## src/design/gasa_pkg.sv

```systemverilog
// Shared types and constants for the glyph atlas shelf allocator.
`timescale 1ns / 1ps
`default_nettype none

package gasa_pkg;

    // Coordinates and sizes inside an atlas (up to 1024 inclusive).
    localparam int COORD_W = 11;
    // Padded glyph size (up to 256).
    localparam int SIZE_W  = 9;

    localparam logic CMD_PLACE = 1'b0;
    localparam logic CMD_CLEAR = 1'b1;

    localparam int IN_DATA_W  = 16;
    localparam int OUT_DATA_W = 24;

    typedef enum logic [0:0] {
        ST_IDLE,
        ST_CHECK
    } gasa_state_t;

    // Per-atlas packing state held in the state memory.
    typedef struct packed {
        logic [COORD_W-1:0] shelf_x;
        logic [COORD_W-1:0] shelf_y;
        logic [COORD_W-1:0] shelf_room_w;
        logic [COORD_W-1:0] shelf_room_h;
        logic [COORD_W-1:0] below_y;
        logic [COORD_W-1:0] below_room_h;
    } atlas_entry_t;

endpackage

`default_nettype wire

```

## src/design/glyph_atlas_shelf_allocator.sv

```systemverilog
// Top level of the glyph atlas shelf allocator: request handling and atlas state memory.
`timescale 1ns / 1ps
`default_nettype none

// The block packs glyph rectangles into ATLAS_COUNT texture atlases with a
// shelf scheme. Each request carries a glyph's width and height; the glyph is
// padded by one pixel to the right and below and the atlases are tried in
// order, first fit. An empty atlas takes the glyph at its origin; a used atlas
// first tries its current shelf and then opens a new shelf at column 0 from
// the vertical remainder below all earlier glyphs. The result item gives a
// placed flag (in tuser), the atlas index and the top-left position; when
// nothing fits, or the glyph is larger than an atlas, placed is low and the
// other fields are zero. A request with the clear flag set empties every atlas
// and returns a zero result. The per-atlas frontiers live in a small
// synchronous memory with a single registered read port; only the
// "atlas in use" bits sit in flip-flops, so a clear takes effect at once and
// no clearing pass is needed after reset. Timing: an item is taken in
// ST_IDLE and then the atlases are visited in turn in ST_CHECK, the state
// memory being read once per atlas; a finished request waits in ST_CHECK
// while the output register still holds an untaken result. The block works
// on one item at a time; an output register holds a finished result, and a
// new item is accepted while that result still waits to be taken.

module glyph_atlas_shelf_allocator #(
    parameter int ATLAS_COUNT  = 2,
    parameter int ATLAS_WIDTH  = 512,
    parameter int ATLAS_HEIGHT = 512
) (
    input  wire logic                               clk,
    input  wire logic                               rst_n,
    // Request stream.
    input  wire logic                               s_axis_tvalid,
    output logic                                    s_axis_tready,
    // tdata: glyph_width [7:0], glyph_height [15:8]
    input  wire logic [gasa_pkg::IN_DATA_W-1:0]     s_axis_tdata,
    // tuser: cmd (0 place, 1 clear)
    input  wire logic                               s_axis_tuser,
    // Result stream.
    output logic                                    m_axis_tvalid,
    input  wire logic                               m_axis_tready,
    // tdata: atlas_index [2:0], pos_x [12:3], pos_y [22:13], zero [23]
    output logic [gasa_pkg::OUT_DATA_W-1:0]         m_axis_tdata,
    // tuser: placed
    output logic                                    m_axis_tuser
);

    localparam int AW = (ATLAS_COUNT > 1) ? $clog2(ATLAS_COUNT) : 1;
    localparam int CW = gasa_pkg::COORD_W;
    localparam logic [CW-1:0] ATLAS_W_C = CW'(ATLAS_WIDTH);
    localparam logic [CW-1:0] ATLAS_H_C = CW'(ATLAS_HEIGHT);
    localparam logic [AW-1:0] LAST_ATLAS = AW'(ATLAS_COUNT - 1);

    // Control and request registers.
    gasa_pkg::gasa_state_t state_reg, state_next;
    logic [AW-1:0]           atlas_reg, atlas_next;
    logic [ATLAS_COUNT-1:0]  used_reg, used_next;
    logic                    clear_reg, clear_next;
    logic                    reject_reg, reject_next;
    logic [CW-1:0]           pw_reg, pw_next;
    logic [CW-1:0]           ph_reg, ph_next;

    // Output register.
    logic                                out_valid_reg, out_valid_next;
    logic [gasa_pkg::OUT_DATA_W-1:0]     out_data_reg, out_data_next;
    logic                                out_placed_reg, out_placed_next;

    // Atlas state memory.
    gasa_pkg::atlas_entry_t state_mem [ATLAS_COUNT];
    gasa_pkg::atlas_entry_t rd_data_reg;
    gasa_pkg::atlas_entry_t wr_data;
    logic [AW-1:0]          rd_addr;
    logic                   wr_en;

    // Decode of the request at the input.
    logic [CW-1:0] in_pw;
    logic [CW-1:0] in_ph;

    // Fit evaluation for the atlas being visited.
    gasa_pkg::atlas_entry_t cur;
    logic          atlas_used;
    logic          shelf_fit;
    logic          below_fit;
    logic [CW-1:0] bottom;
    logic [CW-1:0] delta;
    logic [CW-1:0] pos_x;
    logic [CW-1:0] pos_y;
    logic          fits;
    logic          can_finish;

    assign in_pw = CW'(s_axis_tdata[7:0]) + CW'(1);
    assign in_ph = CW'(s_axis_tdata[15:8]) + CW'(1);

    assign cur        = rd_data_reg;
    assign atlas_used = used_reg[atlas_reg];
    assign shelf_fit  = (cur.shelf_room_w >= pw_reg) && (cur.shelf_room_h >= ph_reg);
    // The width of a new shelf always suffices, as oversized glyphs never get here.
    assign below_fit  = cur.below_room_h >= ph_reg;
    assign bottom     = cur.shelf_y + ph_reg;
    assign delta      = bottom - cur.below_y;
    assign fits       = !atlas_used || shelf_fit || below_fit;
    assign can_finish = !out_valid_reg || m_axis_tready;

    // Position and new frontiers for whichever case applies.
    always_comb
    begin
        wr_data = cur;
        pos_x   = '0;
        pos_y   = '0;
        if (!atlas_used)
        begin
            wr_data.shelf_x      = pw_reg;
            wr_data.shelf_y      = '0;
            wr_data.shelf_room_w = ATLAS_W_C - pw_reg;
            wr_data.shelf_room_h = ATLAS_H_C;
            wr_data.below_y      = ph_reg;
            wr_data.below_room_h = ATLAS_H_C - ph_reg;
        end
        else if (shelf_fit)
        begin
            pos_x                = cur.shelf_x;
            pos_y                = cur.shelf_y;
            wr_data.shelf_room_w = cur.shelf_room_w - pw_reg;
            wr_data.shelf_x      = cur.shelf_x + pw_reg;
            // A glyph reaching below the remainder pushes it down.
            if (bottom > cur.below_y)
            begin
                wr_data.below_room_h = (cur.below_room_h > delta) ?
                                       (cur.below_room_h - delta) : '0;
                wr_data.below_y      = bottom;
            end
        end
        else
        begin
            pos_x                = '0;
            pos_y                = cur.below_y;
            wr_data.shelf_x      = pw_reg;
            wr_data.shelf_y      = cur.below_y;
            wr_data.shelf_room_w = ATLAS_W_C - pw_reg;
            wr_data.shelf_room_h = cur.below_room_h;
            wr_data.below_room_h = cur.below_room_h - ph_reg;
            wr_data.below_y      = cur.below_y + ph_reg;
        end
    end

    // Sequencer: next state, memory control and result formation.
    always_comb
    begin
        state_next      = state_reg;
        atlas_next      = atlas_reg;
        used_next       = used_reg;
        clear_next      = clear_reg;
        reject_next     = reject_reg;
        pw_next         = pw_reg;
        ph_next         = ph_reg;
        out_valid_next  = out_valid_reg && !m_axis_tready;
        out_data_next   = out_data_reg;
        out_placed_next = out_placed_reg;
        rd_addr         = atlas_reg;
        wr_en           = 1'b0;
        s_axis_tready   = 1'b0;

        case (state_reg)
            gasa_pkg::ST_IDLE:
            begin
                s_axis_tready = 1'b1;
                rd_addr       = '0;
                if (s_axis_tvalid)
                begin
                    atlas_next  = '0;
                    clear_next  = (s_axis_tuser == gasa_pkg::CMD_CLEAR);
                    reject_next = (in_pw > ATLAS_W_C) || (in_ph > ATLAS_H_C);
                    pw_next     = in_pw;
                    ph_next     = in_ph;
                    state_next  = gasa_pkg::ST_CHECK;
                end
            end

            gasa_pkg::ST_CHECK:
            begin
                if (clear_reg || reject_reg)
                begin
                    if (can_finish)
                    begin
                        if (clear_reg)
                        begin
                            used_next = '0;
                        end
                        out_valid_next  = 1'b1;
                        out_placed_next = 1'b0;
                        out_data_next   = '0;
                        state_next      = gasa_pkg::ST_IDLE;
                    end
                end
                else if (fits)
                begin
                    if (can_finish)
                    begin
                        wr_en                = 1'b1;
                        used_next[atlas_reg] = 1'b1;
                        out_valid_next       = 1'b1;
                        out_placed_next      = 1'b1;
                        out_data_next        = {1'b0, pos_y[9:0], pos_x[9:0],
                                                3'(atlas_reg)};
                        state_next           = gasa_pkg::ST_IDLE;
                    end
                end
                else if (atlas_reg == LAST_ATLAS)
                begin
                    if (can_finish)
                    begin
                        out_valid_next  = 1'b1;
                        out_placed_next = 1'b0;
                        out_data_next   = '0;
                        state_next      = gasa_pkg::ST_IDLE;
                    end
                end
                else
                begin
                    // Move on to the next atlas; its entry arrives next cycle.
                    atlas_next = atlas_reg + AW'(1);
                    rd_addr    = atlas_reg + AW'(1);
                end
            end

            default:
            begin
                state_next = gasa_pkg::ST_IDLE;
            end
        endcase
    end

    always_ff @(posedge clk or negedge rst_n)
    begin
        if (!rst_n)
        begin
            state_reg     <= gasa_pkg::ST_IDLE;
            atlas_reg     <= '0;
            used_reg      <= '0;
            clear_reg     <= 1'b0;
            reject_reg    <= 1'b0;
            out_valid_reg <= 1'b0;
        end
        else
        begin
            state_reg     <= state_next;
            atlas_reg     <= atlas_next;
            used_reg      <= used_next;
            clear_reg     <= clear_next;
            reject_reg    <= reject_next;
            out_valid_reg <= out_valid_next;
        end
    end

    always_ff @(posedge clk)
    begin
        pw_reg         <= pw_next;
        ph_reg         <= ph_next;
        out_data_reg   <= out_data_next;
        out_placed_reg <= out_placed_next;
    end

    // State memory: one write and one registered read per cycle.
    always_ff @(posedge clk)
    begin
        if (wr_en)
        begin
            state_mem[atlas_reg] <= wr_data;
        end
        rd_data_reg <= state_mem[rd_addr];
    end

    assign m_axis_tvalid = out_valid_reg;
    assign m_axis_tdata  = out_data_reg;
    assign m_axis_tuser  = out_placed_reg;

endmodule

`default_nettype wire
```

## config.mk

```make
export PLATFORM = sky130hd
export DESIGN_NAME = glyph_atlas_shelf_allocator
export DESIGN_NICKNAME = d
export VERILOG_FILES = /design/src/design/gasa_pkg.sv /design/src/design/glyph_atlas_shelf_allocator.sv
export SDC_FILE = /design/constraint.sdc
export NUM_CORES = 1
export LEC_CHECK = 0
export BUFFER_PORTS_ARGS = -buffer_cell sky130_fd_sc_hd__buf_4
export CAP_MARGIN = 20
export CORE_MARGIN = 3
export CORE_UTILIZATION = 63
export CTS_CLUSTER_SIZE = 24
export DETAILED_ROUTE_END_ITERATION = 7
export PLACE_DENSITY = 0.81
export SETUP_SLACK_MARGIN = 0.5
export SYNTH_ARGS = -nofsm -noshare
export SYNTH_HDL_FRONTEND = slang
export SYNTH_SLANG_ARGS = --single-unit
```

## constraint.sdc

```tcl
create_clock -name clk -period 10 [get_ports clk]
set_clock_uncertainty 0.15 [all_clocks]
set_input_delay 1 -clock clk [delete_from_list [all_inputs] [get_ports clk]]
set_output_delay 1 -clock clk [all_outputs]
set_load 0.02 [all_outputs]
```

# ---- Yosys cells after proc, flatten, opt, wreduce, memory -nomap -nowiden
# Memory sizes are Yosys's and may differ from the RTL's. A register that Yosys moved wholly into a read port is not among the register bits.
# Cells that the tools add are included.
dict set report totals {
  wordCells 107
  output_inout_bits 27
  ramBits 132
  n_memories 1
  reg_bits 54
}
dict set report op_classes {
  reduce_logical 16
  eq_ne 3
  magnitude_cmp 9
  n_addsub 12
  bitwise 2
  muxes 54
}
# name depth word_bits read_ports rd_clocked_by_memory_dff write_ports line
set mem_list {}
lappend mem_list {state_mem 2 66 1 1 1 glyph_atlas_shelf_allocator.sv:68} ;# gasa_pkg::atlas_entry_t state_mem [ATLAS_COUNT];
# op count
set op_table {}
lappend op_table {{$mux 24} 5}
lappend op_table {{$mux 66} 1}
lappend op_table {{$mux 11} 5}
lappend op_table {{$mux 22} 2}
lappend op_table {{$sub 11x11->11} 4}
lappend op_table {{$add 11x11->11} 3}
lappend op_table {{$ge 11x11->1} 3}
lappend op_table {{$mux 10} 3}
lappend op_table {{$mux 1} 29}
lappend op_table {{$gt 11x11->1} 2}
lappend op_table {{$sub 10x11->11 const A} 2}
lappend op_table {{$gt 9x10->1 const B} 2}
lappend op_table {{$add 8x1->9 const B} 2}
lappend op_table {{$mux 2} 5}
lappend op_table {{$pmux 1 s2} 3}
lappend op_table {{$logic_or 1x1->1} 5}
lappend op_table {{$ne 2x2->1 const B} 2}
lappend op_table {{$reduce_and 4->1} 1}
lappend op_table {{$logic_and 1x1->1} 3}
lappend op_table {{$logic_not 1->1} 3}
lappend op_table {{$ne 3x1->1 const B} 1}
lappend op_table {{$reduce_and 3->1} 1}
lappend op_table {{$reduce_bool 3->1} 1}
lappend op_table {{$lt 1x2->1 const B} 1}
lappend op_table {{other kinds (7)} 7}

# ---- Logic depth before layout (Yosys ltp)
dict set report depth {
  word_depth 10
  mapped_depth 21
  depth_no_buf 20
}

# ---- Worst setup path after synthesis
# OpenSTA, ideal clock, no wires.
dict set report synth_path {
  path_kind {flip-flop to flip-flop}
  start {register ph_reg[1]}
  end {memory state_mem[0][0] (netlist bit), enable pin}
  n_path_buf 2
  t_arrival_ns 6.421
  synth_period_minus_slack_ns 7.139
  setup_time_ns 0.568
  path_stages_with_launch 12
  slack_ns 2.861
  path_cell_list {edfxtp_1 inv_1 ha_1 nor2b_1 o31a_1 o311ai_1 and3_1 clkbuf_1 inv_1 o21ai_4 buf_6 nor3_1}
}
dict set report synth_between {
  elab_chain_len 9
  elab_cells_between_ends 10
  classes_between {order compare: 2; mux: 5; reduce/logical: 3}
}
# element line
set synth_rtl {}
lappend synth_rtl {{from (decl)} glyph_atlas_shelf_allocator.sv:60} ;# logic [CW-1:0] ph_reg, ph_next;
lappend synth_rtl {{from (signal assigned)} glyph_atlas_shelf_allocator.sv:257} ;# ph_reg <= ph_next;
lappend synth_rtl {{$ge 11x11->1} glyph_atlas_shelf_allocator.sv:95} ;# assign shelf_fit = (cur.shelf_room_w >= pw_reg) && (cur.shelf_room_h >= ph_reg);
lappend synth_rtl {{$logic_and 1x1->1} glyph_atlas_shelf_allocator.sv:95}
lappend synth_rtl {{$logic_or 1x1->1} glyph_atlas_shelf_allocator.sv:100} ;# assign fits = !atlas_used || shelf_fit || below_fit;
lappend synth_rtl {{$logic_or 1x1->1 (*)} glyph_atlas_shelf_allocator.sv:100}
lappend synth_rtl {{$mux 1 (*)} glyph_atlas_shelf_allocator.sv:194} ;# else if (fits)
lappend synth_rtl {{$mux 1 (*)} glyph_atlas_shelf_allocator.sv:180} ;# if (clear_reg || reject_reg)
lappend synth_rtl {{$mux 1 (*)} glyph_atlas_shelf_allocator.sv:162} ;# case (state_reg)
lappend synth_rtl {{$mux 1 (*)} glyph_atlas_shelf_allocator.sv:265} ;# if (wr_en)
lappend synth_rtl {{$mux 1 (implied by the code) (*)} glyph_atlas_shelf_allocator.sv:267} ;# state_mem[atlas_reg] <= wr_data;
lappend synth_rtl {{to (decl)} glyph_atlas_shelf_allocator.sv:68}
# Mark *: on every way between the ends. The rest lies on a longest branch, timed or not.

==> metrics.csv <==
stage;metric;value;unit
status;status;finished clean;
timing;rsz0062_at_grt;no;
clocking;h-tree-depth;1;
clocking;root_buffer;clkbuf_16;
synth;netlist_area;13100;µm²
final_layout;area_delta_synth_final;11.4;%
global_route;grt_util_all_layers;0.258;
timing;drv_slew;0;
run;drv_cap;0;
final_layout;drive_gt1_frac;0.145;
final_layout;largest_reg_flops;130;
worst_setup_path;crit_required;10.12;ns
clocking;cts_num_sinks;244;
final_layout;diodes;0;
final_layout;fillers;1383;
timing;finalSetupTns;0;ns
synth;muxShareOfSynthArea;0.0816;
synth;seq_area_frac_synth;0.509;
clocking;path_clk_slew;0.06;ns
clocking;cts_inserted_buffers;26;
clocking;cts_tree;built;
worst_setup_path;critPathLaunchType;flop;
worst_setup_path;critPathBufInv;1;
final_layout;seq_area;6650;µm²
clocking;cts_buffer_depth;3;
floorplanning;initial_core_util;0.643;
floorplanning;die_y;150;µm
timing;worstMarginPinSlew;1.11;ns
worst_setup_path;path_cells;ha_1 > fa_1 > a21o_1 > a21oi_1 > xnor2_1 > ha_1 > and3_1 > o21ai_0 > nand2_1 > a21oi_1 > nor2b_1 > o2111a_1 > a211oi_1 > ha_1 > a21oi_1 > o21ai_0 > a21oi_1 > a211oi_1 > buf_4 > a221o_1 > a22o_1;
timing;post-route-period-util;0.519;
route;first_pass_iters;5;
synth;yosys_warnings;0;
global_route;grt_start_max_net_pins;58;
worst_setup_path;worstSetupPathType;reg -> reg;
synth;ys_ff_latch;244;
synth;synthSimpleGateAreaFrac;0.0992;
route;wirelength;28.7;mm
timing;min_period;5.19;ns
placed_design;dp_hpwl;18.7;mm
worst_setup_path;critPathSlowestCell;edfxtp_1;
global_route;grt_pass1_wl;46.4;mm
route;via_count;9214;
clocking;clock_latency;0.52;ns
worst_setup_path;crit_top_cell;a21oi_1;
synth;synth_flop_cell;edfxtp_1;
global_route;antenna_found_initial;0;
synth;synth_fa_ha_area_frac;0.0874;
synth;synthXorXnorAreaFrac;0.0470;
timing;slew_headroom;0.262;
synth;synth.top_cells.by_area;edfxtp_1, dfxtp_1, ha_1;
timing;finalHoldViolCount;0;
synth;synth_top_cell_by_area;edfxtp_1;
floorplanning;design.portCount;48;
worst_setup_path;cp.depth;21;
synth;synth-compound-area-share;0.139;
floorplanning;dieArea;22500;µm²
worst_setup_path;critPathTopFamily;compound AO/OA/AOI/OAI gates;
worst_setup_path;worstPathArrival;5.31;ns
synth;syn_area_per_cell;11.6;µm²
clocking;cts_resized;0;
route;ant_nets;0;
floorplanning;die_w;150;µm
global_route;first_global_vias;9186;
route;avgRoutedWirePerCell;19.6;µm
global_route;grt-ovfl-total;0;
worst_setup_path;worstPathMaxFanout;11;
worst_setup_path;r2r_cells;21;
placed_design;io_buffers;47;
clocking;hold_buffers;0;
synth;synth_nets;1235;
synth;async_reset_ff_frac;0.0246;
synth;ys_types;78;
worst_hold_path;hold_path.class;in -> async;
final_layout;multi_input_area;5980;µm²
floorplanning;num_rows;52;
synth;synth_top_area_frac;0.398;
timing;setup_viol;0;
worst_setup_path;critPathMaxStageDelay;0.52;ns
synth;synth_edf_count;173;
timing;holdWs;0.132;ns
placed_design;place_congestion;0.873;
synth;syn-instance-count;1127;
final_layout;fin_nets;1281;
final_layout;fin_area;14500;µm²
route;drc;0;
worst_setup_path;endpoint_kind;flop;
timing;fmax;0.193;GHz
route;vias_per_cell;6.30;
final_layout;top_register;state_mem;
floorplanning;coreArea;20300;µm²
clocking;cts_setup_buffers;0;
route;drt_iter0_drc;664;
placed_design;post_dp_cell_area;13600;µm²
synth;synth_top_family_by_area;compound AO/OA/AOI/OAI gates;
## stage by stage
step           std cells  utilization  setup WS [ns]
6_report            1463        0.717           4.81
5_1_grt             1463        0.717           4.35
4_1_cts             1462        0.716           4.84
3_5_place_dp        1414        0.672           4.95
3_3_place_gp        1414        0.672           5.04
2_1_floorplan       1127            -           2.86
## final cells by class
type / count / area share
clock buffers: 38 / 0.0527
repair buffers: 59 / 0.0307
clock inverters: 10 / 0.00920
flip-flops and latches: 244 / 0.457
multi-input cells: 779 / 0.411
inverters: 63 / 0.0163
well taps: 270 / 0.0232
## logic make-up (layout without fill, tap and decap cells)
kind of cell | count (synthesis) | count (layout)
mux | 79 | 79
fa+ha+maj | 87 | 87
compound gates | 274 | 274
buf+inv | 104 | 170
xor+xnor | 70 | 70
simple gates | 269 | 269
flops | 244 | 244
## cells in the final DEF, fill, tap and decap left out, types with 12 or more instances in the layout
master,synthesis,layout
dfxtp_1,65,65
nor2b_1,13,12
o21ai_1,12,12
mux2_1,17,17
nand3_1,22,21
xor2_1,18,18
clkbuf_16,0,27
ha_1,80,80
nor3_1,28,26
buf_4,0,58
o21ai_0,53,53
a21oi_1,79,79
edfxtp_1,173,173
nand4_1,14,14
xnor2_1,52,52
mux2_4,50,50
nand2_1,85,85
inv_1,63,63
nor2_1,57,57
o22ai_1,14,14
## routing by layer
metal	GRT usage	share of wire
met1	0.356	0.43
met3	0.0424	0.072
met2	0.419	0.48
met4	0.0855	0.025
met5	0	0
## synthesized netlist by cell type (11+ instances only)
| library cell | number |
|---|---|
| o21ai_0 | 53 |
| xnor2_1 | 52 |
| a21oi_1 | 79 |
| o22ai_1 | 14 |
| a31oi_1 | 11 |
| nand4_1 | 14 |
| clkbuf_1 | 21 |
| a21o_1 | 11 |
| inv_1 | 63 |
| nor2_1 | 57 |
| a211oi_1 | 11 |
| xor2_1 | 18 |
| nor2b_1 | 13 |
| mux2_1 | 17 |
| o21ai_1 | 12 |
| mux2_4 | 50 |
| dfxtp_1 | 65 |
| ha_1 | 80 |
| nor3_1 | 28 |
| nand2_1 | 85 |
| edfxtp_1 | 173 |
| nand3_1 | 22 |
## path summary, 6_finish.rpt
check                      slack (ns)             from              end
max                              4.81        ph_reg[0]  state_mem[1][1]
min                              0.13            rst_n        clear_reg
max reg2reg                      4.81        ph_reg[0]  state_mem[1][1]
min reg2reg                      0.30  state_mem[1][3]           cur[3]
max in group asynchronous        9.44            rst_n      used_reg[0]
min in group clk                 0.30  state_mem[1][3]           cur[3]
Power is not shown: default switching activity piles up to over one toggle a cycle in this logic, so the estimate is an artifact.
